[src/rtl/core/kpl_pkg.sv]
// ----------------------------------------------------------------------------
// kpl_pkg
// Shared types, key codes, status codes and character classing for the
// keypad password lock.
// ----------------------------------------------------------------------------
package kpl_pkg;

    // one character word on the keypad channel
    typedef logic [7:0] char_t;

    // result status codes
    typedef enum logic [2:0] {
        ST_STORED       = 3'd0,
        ST_STRONG       = 3'd1,
        ST_WEAK         = 3'd2,
        ST_GRANTED      = 3'd3,
        ST_WRONG        = 3'd4,
        ST_LOCKED       = 3'd5,
        ST_IGNORED      = 3'd6,
        ST_NOT_ENROLLED = 3'd7
    } status_t;

    // item mode
    localparam logic MODE_ENROLL = 1'b0;
    localparam logic MODE_LOGIN  = 1'b1;

    // special keys
    localparam char_t KEY_ENTER = 8'd13;
    localparam char_t KEY_BACK  = 8'd8;

    // configuration register indexes
    localparam logic CFG_MIN_LENGTH   = 1'b0;
    localparam logic CFG_MAX_ATTEMPTS = 1'b1;

    // configuration reset values
    localparam logic [4:0] RST_MIN_LENGTH   = 5'd8;
    localparam logic [2:0] RST_MAX_ATTEMPTS = 3'd3;

    // attempt counter saturation
    localparam logic [2:0] WRONG_MAX = 3'd7;

    // class flag bits
    localparam logic [3:0] CLASS_UPPER   = 4'b0001;
    localparam logic [3:0] CLASS_LOWER   = 4'b0010;
    localparam logic [3:0] CLASS_DIGIT   = 4'b0100;
    localparam logic [3:0] CLASS_SPECIAL = 4'b1000;
    localparam logic [3:0] CLASS_ALL     = 4'b1111;

    // classify one ASCII code
    function automatic logic [3:0] char_class(input char_t c);
        logic [3:0] f;
        f = 4'b0000;
        if (c >= 8'd65 && c <= 8'd90) begin
            f = f | CLASS_UPPER;
        end
        if (c >= 8'd97 && c <= 8'd122) begin
            f = f | CLASS_LOWER;
        end
        if (c >= 8'd48 && c <= 8'd57) begin
            f = f | CLASS_DIGIT;
        end
        if ((c >= 8'd32 && c <= 8'd47) || (c >= 8'd58 && c <= 8'd64) ||
            (c >= 8'd91 && c <= 8'd96) || (c >= 8'd123 && c <= 8'd126)) begin
            f = f | CLASS_SPECIAL;
        end
        return f;
    endfunction

endpackage

[src/rtl/core/keypad_password_lock.sv]
// ----------------------------------------------------------------------------
// keypad_password_lock
// Password lock fed one ASCII word per cycle while m_ready allows: enroll words
// build the stored password, login words build a typed line checked against it on Enter.
// ----------------------------------------------------------------------------
// Pipeline: an accepted word waits in the input register, then moves into the
// result register, whose result word is driven on m_*.
// Throughput: one word per cycle; the input register and the result register
// both advance while the result side takes words.
// Reset (aresetn low, synchronous): no enrollment, no lockout, empty lines,
// min_length 8, max_attempts 3. The password stores are not cleared.
module keypad_password_lock #(
    parameter int MAX_LEN = 16
) (
    input  logic              aclk,
    input  logic              aresetn,
    // configuration writes
    input  logic              cfg_valid,
    output logic              cfg_ready,
    input  logic              cfg_index,
    input  logic [4:0]        cfg_data,
    // character input
    input  logic              s_valid,
    output logic              s_ready,
    input  logic              s_mode,
    input  kpl_pkg::char_t    s_char_code,
    // result output
    output logic              m_valid,
    input  logic              m_ready,
    output kpl_pkg::status_t  m_status,
    output logic [4:0]        m_line_length,
    output logic [3:0]        m_class_flags,
    output logic [2:0]        m_attempts_used,
    output logic              m_overflowed
);
    import kpl_pkg::*;

    localparam int LEN_W = $clog2(MAX_LEN + 1);
    localparam int IDX_W = $clog2(MAX_LEN);
    localparam int CMP_W = (LEN_W > 5) ? LEN_W : 5;

    // configuration
    logic [4:0] min_length_reg;
    logic [2:0] max_attempts_reg;

    // input register
    logic       in_valid_reg;
    logic       in_mode_reg;
    char_t      in_char_reg;

    // result register
    logic       m_valid_reg;
    status_t    m_status_reg;
    logic [4:0] m_line_length_reg;
    logic [3:0] m_class_flags_reg;
    logic [2:0] m_attempts_used_reg;
    logic       m_overflowed_reg;

    // lock state
    char_t            stored_chars_reg [MAX_LEN];
    char_t            typed_chars_reg  [MAX_LEN];
    logic [LEN_W-1:0] stored_length_reg, stored_length_next;
    logic [LEN_W-1:0] typed_length_reg, typed_length_next;
    logic             enrolled_reg, enrolled_next;
    logic             enroll_active_reg, enroll_active_next;
    logic [3:0]       seen_classes_reg, seen_classes_next;
    logic             line_overflow_reg, line_overflow_next;
    logic [2:0]       wrong_count_reg, wrong_count_next;
    logic             locked_out_reg, locked_out_next;

    // per-word working signals
    logic             advance;
    logic             match;
    status_t          status_next;
    logic             stored_we;
    logic             typed_we;
    logic [IDX_W-1:0] stored_addr;
    logic [IDX_W-1:0] typed_addr;
    logic [LEN_W-1:0] base_length;
    logic [3:0]       base_classes;
    logic             base_overflow;
    logic             enroll_ok;
    logic [2:0]       wrong_bumped;
    logic [LEN_W-1:0] line_len_sel;

    // move a word from the input register into the result register
    assign advance   = in_valid_reg && (!m_valid_reg || m_ready);
    assign s_ready   = !in_valid_reg || advance;
    assign cfg_ready = 1'b1;

    // compare typed line with stored password
    kpl_match #(
        .MAX_LEN (MAX_LEN)
    ) u_match (
        .stored_chars  (stored_chars_reg),
        .typed_chars   (typed_chars_reg),
        .stored_length (stored_length_reg),
        .typed_length  (typed_length_reg),
        .line_overflow (line_overflow_reg),
        .match         (match)
    );

    // next state and status for the word in the input register
    always_comb begin
        stored_length_next = stored_length_reg;
        typed_length_next  = typed_length_reg;
        enrolled_next      = enrolled_reg;
        enroll_active_next = enroll_active_reg;
        seen_classes_next  = seen_classes_reg;
        line_overflow_next = line_overflow_reg;
        wrong_count_next   = wrong_count_reg;
        locked_out_next    = locked_out_reg;
        status_next        = ST_STORED;
        stored_we          = 1'b0;
        typed_we           = 1'b0;
        stored_addr        = stored_length_reg[IDX_W-1:0];
        typed_addr         = typed_length_reg[IDX_W-1:0];
        base_length        = stored_length_reg;
        base_classes       = seen_classes_reg;
        base_overflow      = line_overflow_reg;
        enroll_ok          = 1'b0;
        wrong_bumped       = wrong_count_reg;

        if (in_mode_reg == MODE_ENROLL) begin
            // open a new enroll line
            if (!enroll_active_reg) begin
                base_length        = '0;
                base_classes       = 4'b0000;
                base_overflow      = 1'b0;
                typed_length_next  = '0;
                enrolled_next      = 1'b0;
                enroll_active_next = 1'b1;
            end
            stored_length_next = base_length;
            seen_classes_next  = base_classes;
            line_overflow_next = base_overflow;
            stored_addr        = base_length[IDX_W-1:0];

            if (in_char_reg == KEY_ENTER) begin
                enroll_ok = !base_overflow && (base_classes == CLASS_ALL) &&
                            (CMP_W'(base_length) >= CMP_W'(min_length_reg));
                enroll_active_next = 1'b0;
                line_overflow_next = 1'b0;
                if (enroll_ok) begin
                    enrolled_next    = 1'b1;
                    wrong_count_next = '0;
                    locked_out_next  = 1'b0;
                    status_next      = ST_STRONG;
                end else begin
                    enrolled_next = 1'b0;
                    status_next   = ST_WEAK;
                end
            end else if (base_length >= LEN_W'(MAX_LEN)) begin
                line_overflow_next = 1'b1;
                status_next        = ST_IGNORED;
            end else begin
                stored_we          = 1'b1;
                stored_length_next = base_length + 1'b1;
                seen_classes_next  = base_classes | char_class(in_char_reg);
            end
        end else begin
            if (enroll_active_reg) begin
                status_next = ST_IGNORED;
            end else if (!enrolled_reg) begin
                status_next = ST_NOT_ENROLLED;
            end else if (locked_out_reg) begin
                status_next = ST_LOCKED;
            end else if (in_char_reg == KEY_ENTER) begin
                typed_length_next  = '0;
                line_overflow_next = 1'b0;
                if (match) begin
                    status_next = ST_GRANTED;
                end else begin
                    // count a wrong line, saturating
                    if (wrong_count_reg < WRONG_MAX) begin
                        wrong_bumped = wrong_count_reg + 1'b1;
                    end
                    wrong_count_next = wrong_bumped;
                    if (wrong_bumped >= max_attempts_reg) begin
                        locked_out_next = 1'b1;
                        status_next     = ST_LOCKED;
                    end else begin
                        status_next = ST_WRONG;
                    end
                end
            end else if (in_char_reg == KEY_BACK) begin
                if (typed_length_reg != '0) begin
                    typed_length_next = typed_length_reg - 1'b1;
                end
            end else if (typed_length_reg >= LEN_W'(MAX_LEN)) begin
                line_overflow_next = 1'b1;
                status_next        = ST_IGNORED;
            end else begin
                typed_we          = 1'b1;
                typed_length_next = typed_length_reg + 1'b1;
            end
        end

        line_len_sel = enroll_active_next ? stored_length_next : typed_length_next;
    end

    // configuration registers
    always_ff @(posedge aclk) begin
        if (!aresetn) begin
            min_length_reg   <= RST_MIN_LENGTH;
            max_attempts_reg <= RST_MAX_ATTEMPTS;
        end else if (cfg_valid && cfg_ready) begin
            if (cfg_index == CFG_MIN_LENGTH) begin
                min_length_reg <= cfg_data;
            end else begin
                max_attempts_reg <= cfg_data[2:0];
            end
        end
    end

    // input register
    always_ff @(posedge aclk) begin
        if (!aresetn) begin
            in_valid_reg <= 1'b0;
        end else if (s_ready) begin
            in_valid_reg <= s_valid;
        end
    end

    always_ff @(posedge aclk) begin
        if (s_valid && s_ready) begin
            in_mode_reg <= s_mode;
            in_char_reg <= s_char_code;
        end
    end

    // lock state update
    always_ff @(posedge aclk) begin
        if (!aresetn) begin
            stored_length_reg <= '0;
            typed_length_reg  <= '0;
            enrolled_reg      <= 1'b0;
            enroll_active_reg <= 1'b0;
            seen_classes_reg  <= 4'b0000;
            line_overflow_reg <= 1'b0;
            wrong_count_reg   <= '0;
            locked_out_reg    <= 1'b0;
        end else if (advance) begin
            stored_length_reg <= stored_length_next;
            typed_length_reg  <= typed_length_next;
            enrolled_reg      <= enrolled_next;
            enroll_active_reg <= enroll_active_next;
            seen_classes_reg  <= seen_classes_next;
            line_overflow_reg <= line_overflow_next;
            wrong_count_reg   <= wrong_count_next;
            locked_out_reg    <= locked_out_next;
        end
    end

    // character stores
    always_ff @(posedge aclk) begin
        if (advance && stored_we) begin
            stored_chars_reg[stored_addr] <= in_char_reg;
        end
        if (advance && typed_we) begin
            typed_chars_reg[typed_addr] <= in_char_reg;
        end
    end

    // result register
    always_ff @(posedge aclk) begin
        if (!aresetn) begin
            m_valid_reg <= 1'b0;
        end else if (advance) begin
            m_valid_reg <= 1'b1;
        end else if (m_ready) begin
            m_valid_reg <= 1'b0;
        end
    end

    always_ff @(posedge aclk) begin
        if (advance) begin
            m_status_reg        <= status_next;
            m_line_length_reg   <= 5'(line_len_sel);
            m_class_flags_reg   <= seen_classes_next;
            m_attempts_used_reg <= wrong_count_next;
            m_overflowed_reg    <= line_overflow_next;
        end
    end

    assign m_valid         = m_valid_reg;
    assign m_status        = m_status_reg;
    assign m_line_length   = m_line_length_reg;
    assign m_class_flags   = m_class_flags_reg;
    assign m_attempts_used = m_attempts_used_reg;
    assign m_overflowed    = m_overflowed_reg;

    // line lengths stay within the stores
    a_len_bound: assert property (@(posedge aclk) disable iff (!aresetn)
        (stored_length_reg <= LEN_W'(MAX_LEN)) && (typed_length_reg <= LEN_W'(MAX_LEN)))
        else $error("line length beyond store depth");

    // an open enroll line means no valid password
    a_enroll_clears: assert property (@(posedge aclk) disable iff (!aresetn)
        enroll_active_reg |-> !enrolled_reg)
        else $error("enrolled while enroll line open");

    // access granted only when enrolled and not locked
    a_grant_ok: assert property (@(posedge aclk) disable iff (!aresetn)
        (advance && status_next == ST_GRANTED) |-> (enrolled_reg && !locked_out_reg))
        else $error("grant without valid enrollment");

    // lockout only follows a counted wrong line
    a_lock_count: assert property (@(posedge aclk) disable iff (!aresetn)
        $rose(locked_out_reg) |-> (wrong_count_reg != '0))
        else $error("lockout with zero wrong lines");

endmodule

[src/rtl/core/kpl_match.sv]
// ----------------------------------------------------------------------------
// kpl_match
// Whole-line compare of the typed line against the stored password.
// ----------------------------------------------------------------------------
module kpl_match #(
    parameter int MAX_LEN = 16,
    localparam int LEN_W = $clog2(MAX_LEN + 1)
) (
    input  kpl_pkg::char_t   stored_chars [MAX_LEN],
    input  kpl_pkg::char_t   typed_chars  [MAX_LEN],
    input  logic [LEN_W-1:0] stored_length,
    input  logic [LEN_W-1:0] typed_length,
    input  logic             line_overflow,
    output logic             match
);
    import kpl_pkg::*;

    logic [MAX_LEN-1:0] differ;

    // flag each differing position inside the typed line
    always_comb begin
        differ = '0;
        for (int i = 0; i < MAX_LEN; i++) begin
            if ((LEN_W'(i) < typed_length) && (typed_chars[i] != stored_chars[i])) begin
                differ[i] = 1'b1;
            end
        end
    end

    // an overflowed line never matches
    assign match = !line_overflow && (typed_length == stored_length) && (differ == '0);

endmodule
[config.mk]
export PLATFORM = sky130hd
export DESIGN_NAME = keypad_password_lock
export DESIGN_NICKNAME = d
export VERILOG_FILES = /design/src/rtl/core/kpl_pkg.sv /design/src/rtl/core/keypad_password_lock.sv /design/src/rtl/core/kpl_match.sv
export SDC_FILE = /design/constraint.sdc
export NUM_CORES = 1
export LEC_CHECK = 0
export ABC_AREA = 1
export BUFFER_PORTS_ARGS = -buffer_cell sky130_fd_sc_hd__buf_4
export CORE_AREA = 2 2 143 158
export DETAILED_ROUTE_END_ITERATION = 16
export DIE_AREA = 0 0 145 160
export GPL_ROUTABILITY_DRIVEN = 0
export PLACE_DENSITY_LB_ADDON = 0.3
export SLEW_MARGIN = 0
export SYNTH_ARGS = -nofsm -noshare
export SYNTH_HDL_FRONTEND = slang
export SYNTH_SLANG_ARGS = --single-unit
[constraint.sdc]
create_clock -name aclk -period 3.3 [get_ports aclk]
set_clock_uncertainty 0.2 [all_clocks]
set_input_delay 0.165 -clock aclk [delete_from_list [all_inputs] [get_ports aclk]]
set_output_delay 0.165 -clock aclk [all_outputs]
set_load 0.05 [all_outputs]
* Yosys cells after proc, flatten, opt, wreduce, memory -nomap -nowiden
Cells that the tools add are included.
** Storage, ports and cells
- Output and inout bits :: 19
- Input port bits :: 20
- Memory bits (read-only) :: 0
- Bits in registers :: 312
- Logic and storage cells :: 287
- Bits in writable memories :: 0
- Memories :: 0
- Latch bits :: 0
** Cells by class
- Muxes and demuxes :: 114
- $add $sub $neg :: 4
- Reductions and logical operators :: 51
- Div/mod/pow operators :: 0
- Equal/unequal tests :: 23
- Bitwise logic cells :: 5
- Magnitude comparators :: 39
- $mul :: 0
- Shift operators :: 0
** Operator list (number)
- 128-bit bitwise mux :: 2
- 8-bit != test :: 16
- 3-bit 2-to-1 mux :: 26
- 5-bit 2-to-1 mux :: 15
- 8-bit demux with 4-bit select :: 2
- 1-bit 2-to-1 mux :: 55
- 8-bit by 7-bit <= comparator with 1-bit output (second input constant) :: 5
- 4-bit by 5-bit less-than comparator with 1-bit output (first input constant) :: 8
- 4-bit 2-to-1 mux :: 10
- 1-bit logical AND :: 33
- 8-bit by 7-bit greater-or-equal comparator with 1-bit output (second input constant) :: 4
- 8-bit by 6-bit greater-or-equal comparator with 1-bit output (second input constant) :: 3
- 5-bit greater-or-equal comparator (second input constant) :: 4
- 3-bit by 5-bit less-than comparator with 1-bit output (first input constant) :: 4
- 8-bit by 4-bit == test with 1-bit output (second input constant) :: 2
- 8-bit by 6-bit <= comparator with 1-bit output (second input constant) :: 2
- 16-bit logical NOT :: 1
- 8-bit 2-to-1 mux :: 2
- 5-bit by 1-bit adder with 5-bit output (second input constant) :: 2
- 1-bit by 5-bit less-than comparator with 1-bit output (first input constant) :: 2
- 2-bit by 5-bit less-than comparator with 1-bit output (first input constant) :: 2
- 5-bit by 1-bit less-than comparator with 1-bit output (second input constant) :: 2
- 4-bit NOT with 5-bit output :: 2
- 2-bit nonzero test :: 3
- 18 further kinds :: 29

* Logic depth before layout (Yosys ltp)
Gate-level depths: netlist of the first run.
- Depth in word-level cells :: 19
- Depth in mapped cells :: 18
- Mapped depth without buffers :: 17

* Modules after synthesis
A second synthesis of the first run with hierarchy kept.
** Unflattened totals
- Cells, all modules :: 1177
- Area, all modules :: 13429.1 µm²
** Modules (own cells, without submodules)
- keypad_password_lock :: cells each 766, instances 1, area each 11309.6 µm², seq. area each 9058.7 µm²
- kpl_match :: cells each 411, instances 1, area each 2119.5 µm², seq. area each 0.0 µm²

* Worst setup path before layout of the first run
No wires, ideal clock.
- Kind :: flip-flop to flip-flop
- Start point :: register in_char_reg[7]
- End point :: register stored_chars_reg[32] in the netlist's numbering (enable)
- Required time :: 2730 ps
- Library setup time :: 370 ps
- Cell stages (with the launch flop) :: 9
- Setup slack :: 537 ps
- Period minus slack after synthesis :: 2763 ps
- Path buffers :: 0
- Data arrival time :: 2192 ps
- Cells stage by stage :: edfxtp_1 inv_1 nand3_2 nor4_4 nor2_1 nand2_2 nor2_1 nand3_1 nor2_1
** Between the ends
- Cells in the longest elaborated chain, start to end :: 4
** RTL lines
- from (decl) :: line keypad_password_lock.sv:49 : char_t in_char_reg;
- from (signal assigned) :: line keypad_password_lock.sv:228 : in_char_reg <= s_char_code;
- 8-bit by 4-bit == test with 1-bit output :: line keypad_password_lock.sv:139 : if (in_char_reg == KEY_ENTER) begin
- 1-bit 2-to-1 mux :: line keypad_password_lock.sv:139
- 1-bit 2-to-1 mux :: line keypad_password_lock.sv:124 : if (in_mode_reg == MODE_ENROLL) begin
- 1-bit logical AND :: line keypad_password_lock.sv:257 : if (advance && stored_we) begin
- to (signal, indexed assignment) :: line keypad_password_lock.sv:258 : stored_chars_reg[stored_addr] <= in_char_reg;
- to (decl) :: line keypad_password_lock.sv:60 : char_t stored_chars_reg [MAX_LEN];
Every way passes these cells.
A chain may end at the register's enable or synchronous reset.

* Final worst setup path of the first run
- Start point :: input cfg_valid
- End point :: register min_length_reg[4]
** Between the ends
- Cells in the longest elaborated chain, start to end :: 1
** RTL lines
- from (decl) :: line keypad_password_lock.sv:18 : input logic cfg_valid,
- 2-bit AND reduction (no line)
- to (signal assigned) :: line keypad_password_lock.sv:209 : min_length_reg <= cfg_data;
- to (decl) :: line keypad_password_lock.sv:43 : logic [4:0] min_length_reg;
Every way passes these cells.

==> results of run 1 <==
==> worst reg2reg max path: cells and delay by family, from the launching register on <==
kind / cells / cell delay (ps)
AND/OR/NAND/NOR: 6 / 1390
flip-flops: 1 / 700
buffers and inverters: 1 / 210
==> repair_timing <==
| action | in CTS | in global routing |
|---|---|---|
| endpoints found under the hold margin | 23 | 0 |
| hold buffers | 34 | 0 |
| resized for setup | 0 | 0 |
==> per-stage QoR <==
stage | hold slack, ps | setup slack (ps) | total power (uW)
CTS | 124 | 558 | 8280
floorplan | 63.9 | 537 | 4780
finish | 155 | 338 | 8250
global route | 152 | 216 | 8490
global placement | 143 | 632 | 4940
detailed placement | 145 | 634 | 4950
==> per-layer routing <==
layer  routed length [um]  vias to the layer above  global-route usage (%)
met1                10700                     3990                    28.5
met3                 1590                       95                    3.29
met4                 1190                        0                    11.1
met5                    0                        -                       0
met2                13600                      324                    41.7
li1                     -                     4062                       -
==> area by class of cell <==
cell class | instances | area (um^2) | share of cell area (%)
sequential | 312 | 9060 | 58.7
multi-input combinational | 667 | 3550 | 23.0
timing repair buffer | 118 | 971 | 6.29
clock buffer | 31 | 733 | 4.75
inverter | 142 | 533 | 3.45
tap | 295 | 369 | 2.39
clock inverter | 20 | 220 | 1.43
==> cells in the mapped netlist, types with 2 or more instances <==
master / n / share of area (%)
a21oi_1: 41 / 1.6
a31oi_1: 3 / 0.14
buf_2: 4 / 0.15
clkbuf_1: 7 / 0.20
clkinv_1: 3 / 0.085
dfxtp_1: 31 / 4.7
edfxtp_1: 281 / 64
ha_1: 14 / 1.3
inv_1: 137 / 3.9
inv_2: 2 / 0.057
mux2_2: 4 / 0.34
nand2_1: 241 / 6.9
nand2_2: 2 / 0.095
nand3_1: 37 / 1.4
nand4_1: 8 / 0.38
nor2_1: 119 / 3.4
nor2_2: 2 / 0.095
nor3_1: 4 / 0.15
o211ai_1: 6 / 0.34
o21ai_0: 46 / 1.7
o21ai_1: 3 / 0.11
o21bai_1: 4 / 0.23
o22ai_1: 5 / 0.24
or2_2: 6 / 0.28
xnor2_1: 96 / 6.4
xor2_1: 12 / 0.80
==> power by group through the flow <==
| stage | clock, uW | combinational, uW | sequential, uW |
|---|---|---|---|
| after floorplan | 0 | 253 | 4530 |
| after global placement | 0 | 459 | 4480 |
| after detailed placement | 0 | 468 | 4480 |
| after CTS | 3380 | 505 | 4400 |
| after global routing | 3530 | 568 | 4400 |
| final | 3330 | 519 | 4400 |
==> cells by family (layout without fill, tap and decap cells) <==
logic type / count (synthesis) / count (layout)
multiplexers: 5 / 5
AND/OR/NAND/NOR: 424 / 424
XOR/XNOR: 108 / 108
AO/OA/AOI/OAI: 115 / 115
flip-flops: 312 / 312
adder cells (fa/ha/maj): 14 / 14
buffers and inverters: 154 / 311
other: 1 / 1
==> worst max-delay path by stage <==
stage,start,slack [ps],endpoint
final,cfg_valid,340,min_length_reg[4]$_SDFFE_PN0P_
after global routing,cfg_valid,220,min_length_reg[4]$_SDFFE_PN0P_
after CTS,cfg_index,560,min_length_reg[2]$_SDFFE_PN0P_
after detailed placement,typed_length_reg[0]$_SDFFE_PN0P_,630,m_line_length[0]$_DFFE_PP_
after global placement,typed_length_reg[0]$_SDFFE_PN0P_,630,m_line_length[0]$_DFFE_PP_
after floorplan,in_char_reg[7]$_DFFE_PP_,540,stored_chars_reg[32]$_DFFE_PP_
==> results.txt, run 1 <==
run status - complete, no violations
antenna violations before repair - 0
commonest non-fill, non-tap cell in the layout - edfxtp_1
reg2reg path depth - 7
clock sink total - 312
Synth Register Bits - 312
Slew Limit Fails - 0
largest net degree at the start of global routing - 38
Die ar. - 23200 um^2
CTS clk-pin slew, worst paths - 70 ps
YS warnings - 0
number of DRC markers in iteration 0 - 788
Post-Synth XOR/XNOR Area - 7.17%
instance area at placement - 14100 um^2
Post-Synth Adder-Cell Area - 1.33%
worst-path cell chain - dlygate4sd3_1 > buf_4 > inv_1 > nor2_1 > dlygate4sd3_1 > inv_1 > o21ai_0 > dlygate4sd3_1 > a21oi_1 > dlygate4sd3_1
pwr dens - 535 nW/um^2
Comb power frac - 6.3%
Clock Path Buffers - 3
most used cell, CP - dlygate4sd3_1
Mapped Area - 13200 um^2
antenna fix cells - 0
Buffers & Inverters on Critical Path - 7
Top FF cell, synth - edfxtp_1
GR Util All Layers - 23.5%
via count - 8471
vias in the first global route - 8508
Hold Path End - in_char_reg[2]$_DFFE_PP_
detailed placement HPWL - 17100 um
Crit-path slowest cell - dlygate4sd3_1
endpoints failing hold - 0
most frequent cells in the layout - 281 x edfxtp_1, 241 x nand2_1, 137 x inv_1
simple-gate portion of the synthesized area - 13.1%
share of post-route cells with drive strength above 1 - 11.5%
Async SR Flop Fraction - 0%
io pins - 39
crit-path max FO - 7
Slew @ Worst Pin - 655 ps
Avg Vias per Cell - 5.34
final-layout fill cell count - 1441
Final Util - 70.9%
CP endpoint kind - register
H-tree Lvls - 1
switch share - 21.1%
root buf cell - clkbuf_16
compound-gate portion of the synthesized area - 4.82%
Hold Startpoint - s_char_code[2]
placed cell count - 1500
Worst path top cell family by delay - buffers and inverters
Area Growth Syn to Fin - 17.0%
GR Overflow Total - 0
max-cap violations - 0
Rel. slew slack - 56.0%
number of remaining DRC errors - 0
Post-synth EDFFs - 281
first-pass GRT wire length - 42900 um
Stages on worst setup path - 10
Initial Utilization - 60.6%
Hold WC Path Type - in -> reg
core area - 21800 um^2
width of the die - 145 um
Final Non-Filler Cells - 1585
final setup fails - 0
routed wire length - 27100 um
largest family of logic cells by synthesized area - simple AND/OR/NAND/NOR gates
CP max stage delay - 610 ps
period utilization - 89.7%
Clk Latency, worst-skew pair - 540 ps
setup TNS - 0 ps
RSZ-0062 raised after global routing - no
number of distinct library cells after synthesis - 41
post-CTS setup buffer count - 0
final net count - 1303
leakage - 0.00596 uW
critical path data arrival time - 3190 ps
TritonCTS Buffers - 28
Final Cell Area - 15400 um^2
Data required, critical path - 3530 ps
hold path depth - 2
Psw - 1740 uW
Routed Antenna Nets - 0
r2r setup slk - 530 ps
clock network power share - 40.4%
Mean Syn Cell Area - 11.6 um^2
syn nets - 1167
Die Height - 160 um
RR Endpoint - typed_chars_reg[89]$_DFFE_PP_
CP Class - in -> reg
sequential share of the synthesized area - 68.7%
min Tclk post-route - 2960 ps
CTS tree - yes
internal power - 6510 uW
# rows - 57
drt wl/cell - 17.1 um
FMAX - 338 MHz
IO buf count - 37
Max rail drop VDD - 0.718 mV
sequential fraction of design power - 53.3%
multiplexer share of the synthesized area - 0.417%
Crit Reg-Reg Startpoint - in_char_reg[1]$_DFFE_PP_
Pre-antenna DRT Iters - 6
CP Launch Type - input port
Mapped Cells - 1133
No activity file was read; power rests on OpenSTA's default activity.
==> run 2, diff against run 1 <==
--- a/config.mk
+++ b/config.mk
@@ -5,12 +5,11 @@
 export SDC_FILE = /design/constraint.sdc
 export NUM_CORES = 1
 export LEC_CHECK = 0
-export ABC_AREA = 1
+export ABC_AREA = 0
 export BUFFER_PORTS_ARGS = -buffer_cell sky130_fd_sc_hd__buf_4
-export CORE_AREA = 2 2 143 158
+export CORE_AREA = 2 2 140 156
 export DETAILED_ROUTE_END_ITERATION = 16
-export DIE_AREA = 0 0 145 160
-export GPL_ROUTABILITY_DRIVEN = 0
+export DIE_AREA = 0 0 142 158
 export PLACE_DENSITY_LB_ADDON = 0.3
 export SLEW_MARGIN = 0
 export SYNTH_ARGS = -nofsm -noshare
==> constraint.sdc (replaced) <==
create_clock -name aclk -period 2.75 [get_ports aclk]
set_clock_uncertainty 0.2 [all_clocks]
set_input_delay 0.1375 -clock aclk [delete_from_list [all_inputs] [get_ports aclk]]
set_output_delay 0.1375 -clock aclk [all_outputs]
set_load 0.05 [all_outputs]
==> run 2 against run 1 <==
Against the previous run:
- worst setup slack got worse by 330 ps
- cell area decreased by 0.62%
- synthesized cell count fell by 21%
- sequential share of layout area is 0.38 points higher
- worst hold slack got worse by 45 ps
- core utilization increased by 2.3 points
- first-iteration DRC count shrank 1.0%
- register-to-register slack got worse by 520 ps
- sequential power up 19%
- clock-buffer cell count increased by 1
- non-clock buffer count grew 7
- total power increased by 18%
- largest cell class unchanged
==> results.txt, run 2 <==
run status - complete, no violations
Slew @ Worst Pin - 889 ps (+234 ps)
number of remaining DRC errors - 0 (unchanged)
simple-gate portion of the synthesized area - 10.2% (-2.9 points)
Comb power frac - 5.7% (-0.6 points)
root buf cell - clkbuf_16
Post-Synth Adder-Cell Area - 1.37% (+0.043 points)
Mapped Cells - 890 (-21%)
final-layout fill cell count - 1188 (-18%)
GR Overflow Total - 0 (unchanged)
FMAX - 365 MHz
RSZ-0062 raised after global routing - yes
H-tree Lvls - 1 (unchanged)
GR Util All Layers - 25.5% (+2.0 points)
detailed placement HPWL - 17300 um (+1.6%)
core area - 21000 um^2 (-3.7%)
share of post-route cells with drive strength above 1 - 20.1% (+8.6 points)
instance area at placement - 13900 um^2 (-1.8%)
Final Non-Filler Cells - 1293 (-18%)
Crit-path slowest cell - or4_4
io pins - 39 (unchanged)
Data required, critical path - 2850 ps (-680 ps)
Place WS - -34.0 ps (-668 ps)
CP max stage delay - 600 ps (about the same)
period utilization - 99.6%
critical path data arrival time - 2840 ps (-350 ps)
largest net degree at the start of global routing - 38 (unchanged)
final net count - 1049 (-19%)
final setup margin - 12.0 ps (-326 ps)
endpoints failing hold - 0 (unchanged)
most frequent cells in the layout - 281 x edfxtp_1, 92 x xnor2_1, 91 x buf_4
Pre-antenna DRT Iters - 6 (unchanged)
number of distinct library cells after synthesis - 67 (+63%)
largest family of logic cells by synthesized area - simple AND/OR/NAND/NOR gates
commonest cells in the netlist - 281 x edfxtp_1, 94 x xnor2_1, 83 x nor2_1
number of DRC markers in iteration 0 - 780 (-1.0%)
Rel. slew slack - 40.6% (-15 points)
Die Height - 158 um (-1.3%)
post-synth top area cell - edfxtp_1
YS warnings - 0 (unchanged)
via count - 7859 (-7.2%)
internal power - 7670 uW (+18%)
CP Launch Type - register
first-pass GRT wire length - 42900 um (-0.16%)
CTS tree - yes
syn nets - 924 (-21%)
antenna fix cells - 0 (unchanged)
Mapped Area - 12800 um^2 (-3.1%)
pwr dens - 632 nW/um^2 (+18%)
Hold WC Path Type - in -> reg
Psw - 2020 uW (+16%)
Routed Antenna Nets - 0 (unchanged)
Max rail drop VDD - 0.581 mV (-19%)
crit-path max FO - 4 (-3)
CP endpoint kind - register
count leader, synth - edfxtp_1
Initial Utilization - 61.0% (+0.34 points)
CTS clk-pin slew, worst paths - 70 ps (about the same)
Synth area leaders - edfxtp_1 66%, xnor2_1 6.4%, dfxtp_1 4.9%, xor2_1 2.9%, nor2_1 2.4%
vias in the first global route - 7828 (-8.0%)
worst-path cell chain - xnor2_2 > nand4_1 > nor2_1 > buf_4 > a31oi_1 > or4_4 > o21ai_4 > nor4_1 > a21o_1
width of the die - 142 um (-2.1%)
TritonCTS Buffers - 28 (unchanged)
leakage - 0.00507 uW (-15%)
Area Growth Syn to Fin - 20.0%
Top FF cell, synth - edfxtp_1
final setup fails - 0 (unchanged)
Slew Limit Fails - 0 (unchanged)
Final GP Congestion - 0.970
Die ar. - 22400 um^2 (-3.3%)
antenna violations before repair - 0 (unchanged)
sequential fraction of design power - 54.0% (+0.7 points)
drt wl/cell - 22.1 um (+30%)
Avg Vias per Cell - 6.08 (+14%)
CP Class - reg -> reg
Mean Syn Cell Area - 14.4 um^2 (+23%)
r2r setup slk - 10 ps (-520 ps)
switch share - 20.9% (-0.26 points)
post-synth top area share - 66.0% (+2.1 points)
routed wire length - 28600 um (+5.7%)
# rows - 56 (-1.8%)
Clk Latency, worst-skew pair - 540 ps (about the same)
commonest non-fill, non-tap cell in the layout - edfxtp_1
max-cap violations - 0 (unchanged)
multiplexer share of the synthesized area - 0.245% (-0.17 points)
Synth Register Bits - 312 (unchanged)
compound-gate portion of the synthesized area - 6.16% (+1.3 points)
min Tclk post-route - 2740 ps
Post-Synth XOR/XNOR Area - 9.32% (+2.2 points)
clock network power share - 40.2% (-0.2 points)
setup TNS - 0 ps (unchanged)
IO buf count - 37 (unchanged)
Clock Path Buffers - 3 (unchanged)
sequential share of the synthesized area - 70.9% (+2.2 points)
Async SR Flop Fraction - 0% (unchanged)
Final Cell Area - 15300 um^2 (-0.62%)
clock sink total - 312 (unchanged)
placed cell count - 1212 (-19%)
Post-synth EDFFs - 281 (unchanged)
-- run 2: changes by cell type after synthesis, moves of 17 or more --
cell     delta
a21oi_1    -17
inv_1     -120
nand2_1   -196
nand3_1    -18
nand4_1    +24
nor2_1     -36
o21ai_0    -25
xor2_1     +30
-- run 2: worst max-delay path, delay by kind of cell (launching register included) --
family / cells / cell delay (ps)
simple gates: 4 / 970
xor+xnor: 1 / 220
buf+inv: 1 / 150
flops: 1 / 430
compound gates: 3 / 530
-- run 2: area by class of cell --
| type | count | area, um^2 | area share (%) |
|---|---|---|---|
| well taps | 261 | 327 | 2.13 |
| flip-flops and latches | 312 | 9060 | 59.1 |
| inverters | 19 | 71.3 | 0.465 |
| clock inverters | 15 | 174 | 1.13 |
| multi-input cells | 529 | 3880 | 25.3 |
| repair buffers | 125 | 1080 | 7.07 |
| clock buffers | 32 | 737 | 4.81 |
-- run 2: timing repair --
action | in CTS | in global routing
resized for setup | 1 | 35
endpoints found under the setup margin | 5 | 196
hold buffers | 28 | 0
gates cloned | 0 | 1
buffers inserted | 0 | 5
pin swaps | 1 | 9
hold endpoints to repair | 34 | 0
-- run 2: cells by family (layout without fill, tap and decap cells) --
family | count (synthesis) | in the layout
muxes | 3 | 3
adders and majority gates | 14 | 14
AOI/OAI and AO/OA | 117 | 118
buffers and inverters | 50 | 191
and+or+nand+nor | 257 | 257
xor gates and xnor gates | 136 | 136
DFF | 312 | 312
other | 1 | 1
-- run 2: stage by stage --
stage               total power, uW  hold WS [ps]  util, %
global placement               5810           116     66.3
global route                   9920           119     73.2
finish                         9690           110     73.2
detailed placement             5820           117     66.3
floorplan                      5620          36.4        -
CTS                            9670           113     72.0
-- run 2: metal layers --
metal / track usage (%) / part of all wire, % / up-vias
met5: 0 / 0 / -
met4: 12.0 / 4.8 / 0
met3: 3.15 / 5.8 / 94
met2: 45.5 / 52 / 328
met1: 31.1 / 38 / 3878
li1: - / - / 3559
-- run 2: path summary, 6_finish.rpt --
kind | from | to | cells after the start
max reg2reg | stored_chars_reg[108]$_DFFE_PP_ | m_attempts_used[2]$_DFFE_PP_ | 9
min | s_char_code[0] | in_char_reg[0]$_DFFE_PP_ | 2
min reg2reg | max_attempts_reg[2]$_SDFFE_PN0P_ | max_attempts_reg[2]$_SDFFE_PN0P_ | 2
max | stored_chars_reg[108]$_DFFE_PP_ | m_attempts_used[2]$_DFFE_PP_ | 9
-- run 2: power by group through the flow --
stage | logic, uW | registers [uW] | clock network, uW
after floorplan | 219 | 5400 | 0
after global placement | 470 | 5340 | 0
after detailed placement | 480 | 5340 | 0
after CTS | 521 | 5240 | 3920
after global routing | 588 | 5240 | 4100
final | 554 | 5240 | 3900
==> run 3, diff against run 2 <==
==> constraint.sdc (replaced) <==
create_clock -name aclk -period 3 [get_ports aclk]
set_clock_uncertainty 0.2 [all_clocks]
set_input_delay 0.15 -clock aclk [delete_from_list [all_inputs] [get_ports aclk]]
set_output_delay 0.15 -clock aclk [all_outputs]
set_load 0.05 [all_outputs]
==> run 3 against run 2 <==
Against the previous run:
- clock-buffer cell count is the same
- clock power shrank 13%
- non-clock buffer count grew 2
- sequential cell count is the same
- via count shrank 2.7%
- combinational power shrank 17%
- global-route usage shrank 1.2 points
- routed wire length shrank 8.4%
- first-iteration DRC count shrank 8.2%
- cell area shrank 3.0%
- register-to-register slack gained 150 ps
- sequential share of layout area grew 1.8 points
==> results.txt, run 3 (synthesis gave the netlist of run 2 again) <==
Final Util - 71.0% (-2.2 points)
FMAX - 353 MHz (-3.5%)
crit-path max FO - 8 (+4)
final net count - 1050 (+0.095%)
final setup fails - 0 (unchanged)
leakage - 0.00501 uW (-1.1%)
Clk Latency, worst-skew pair - 550 ps (about the same)
post-CTS setup buffer count - 0 (unchanged)
Buffers & Inverters on Critical Path - 1 (unchanged)
run status - complete, no violations
CP Class - reg -> reg
Area Growth Syn to Fin - 16.4%
hold_ws - 125 ps (+15.2 ps)
root buf cell - clkbuf_16
Rel. slew slack - 54.9% (+14 points)
GR Util All Layers - 24.3% (-1.2 points)
endpoints failing hold - 0 (unchanged)
Slew Limit Fails - 0 (unchanged)
Die ar. - 22400 um^2 (unchanged)
Worst path top cell family by delay - simple AND/OR/NAND/NOR gates
largest net degree at the start of global routing - 38 (unchanged)
CTS tree - yes
commonest non-fill, non-tap cell in the layout - edfxtp_1
Die Height - 158 um (unchanged)
Hold WC Path Type - in -> reg
GR Layer Usage met3 - 3.54% (+0.39 points)
met2 Usage GRT - 44.0% (-1.4 points)
CP endpoint kind - register
TritonCTS Buffers - 28 (unchanged)
Clock Path Buffers - 3 (unchanged)
core area - 21000 um^2 (unchanged)
RSZ-0062 raised after global routing - no
CTS clk-pin slew, worst paths - 60 ps (about the same)
global routing met1 resource utilization - 29.4% (-1.7 points)
width of the die - 142 um (unchanged)
Pre-antenna DRT Iters - 6 (unchanged)
critical path data arrival time - 2800 ps (-40 ps)
GR Overflow Total - 0 (unchanged)
H-tree Lvls - 1 (unchanged)
reg2reg path depth - 8 (-1)
Final GP Congestion - 0.974 (+0.38%)
detailed placement HPWL - 16500 um (-4.6%)
Avg Vias per Cell - 5.89 (-3.1%)
max-cap violations - 0 (unchanged)
io pins - 39 (unchanged)
Initial Utilization - 61.0% (unchanged)
share of post-route cells with drive strength above 1 - 15.5% (-4.5 points)
number of remaining DRC errors - 0 (unchanged)
most frequent cells in the layout - 281 x edfxtp_1, 98 x buf_4, 94 x xnor2_1
first-pass GRT wire length - 41200 um (-4.0%)
hold path depth - 2 (unchanged)
antenna violations before repair - 0 (unchanged)
Routed Antenna Nets - 0 (unchanged)
number of DRC markers in iteration 0 - 716 (-8.2%)
antenna fix cells - 0 (unchanged)
# rows - 56 (unchanged)
Data required, critical path - 2970 ps (+120 ps)
period utilization - 94.5% (-5.0 points)
routed wire length - 26200 um (-8.4%)
clock sink total - 312 (unchanged)
pwr dens - 581 nW/um^2 (-8.1%)
via count - 7650 (-2.7%)
min Tclk post-route - 2840 ps (+98.2 ps)
IO buf count - 37 (unchanged)
Crit-path slowest cell - nor2_1
vias in the first global route - 7698 (-1.7%)
drt wl/cell - 20.2 um (-8.8%)
Slew @ Worst Pin - 674 ps (-216 ps)
Stages on worst setup path - 8 (-1)
Max rail drop VDD - 0.494 mV (-15%)
worst-path cell chain - nor2b_1 > and4_1 > nor2_1 > nand2_1 > nor4_1 > buf_4 > nand2_1 > nor2_1
GRT Max-Usage Layer - met2
CP max stage delay - 560 ps (-40 ps)
CP Launch Type - register
[run 3: cell type report]
cell class,instances,area (um^2)
inverter,19,71.3
sequential,312,9060
clock inverter,20,161
timing repair buffer,127,1030
tap,261,327
multi-input combinational,528,3510
fill,1321,6080
clock buffer,32,716
[run 3: path summary, 6_finish.rpt]
check / from / endpoint / slack [ps]
setup / recovery: in_char_reg[3]$_DFFE_PP_ / typed_chars_reg[75]$_DFFE_PP_ / 160
hold / removal: s_char_code[3] / in_char_reg[3]$_DFFE_PP_ / 130
setup reg to reg: in_char_reg[3]$_DFFE_PP_ / typed_chars_reg[75]$_DFFE_PP_ / 160
hold reg to reg: seen_classes_reg[0]$_SDFFE_PN0P_ / seen_classes_reg[0]$_SDFFE_PN0P_ / 280
[run 3: routing by layer]
| layer | vias to the layer above | share of wire (%) | wire [um] |
|---|---|---|---|
| met2 | 287 | 52 | 13600 |
| met3 | 67 | 5.7 | 1510 |
| met4 | 0 | 3.7 | 975 |
| met5 | - | 0 | 0 |
| li1 | 3552 | - | - |
| met1 | 3744 | 39 | 10100 |
[run 3: metrics by stage]
step	power [uW]	instances	setup TNS, ps	area (um^2)	setup slack, ps
finish	8640	1299	0	14900	164
global route	8910	1299	0	14900	4.61
CTS	8670	1299	0	14900	134
detailed placement	5310	1218	0	13700	156
global placement	5300	1218	0	13700	217
floorplan	5140	890	-6330	12800	-198
[run 3: power breakdown]
part / internal [uW] / switching (uW) / leakage, uW
clock: 1890 / 1500 / 0.000428
combinational: 159 / 302 / 0.00179
sequential: 4770 / 25.6 / 0.00279
total: 6820 / 1820 / 0.00501
[run 3: timing repair]
action                                  in CTS  in global routing
endpoints found under the hold margin       37                  0
gates resized for setup                      0                  6
endpoints found under the setup margin       0                 39
hold buffers                                29                  0
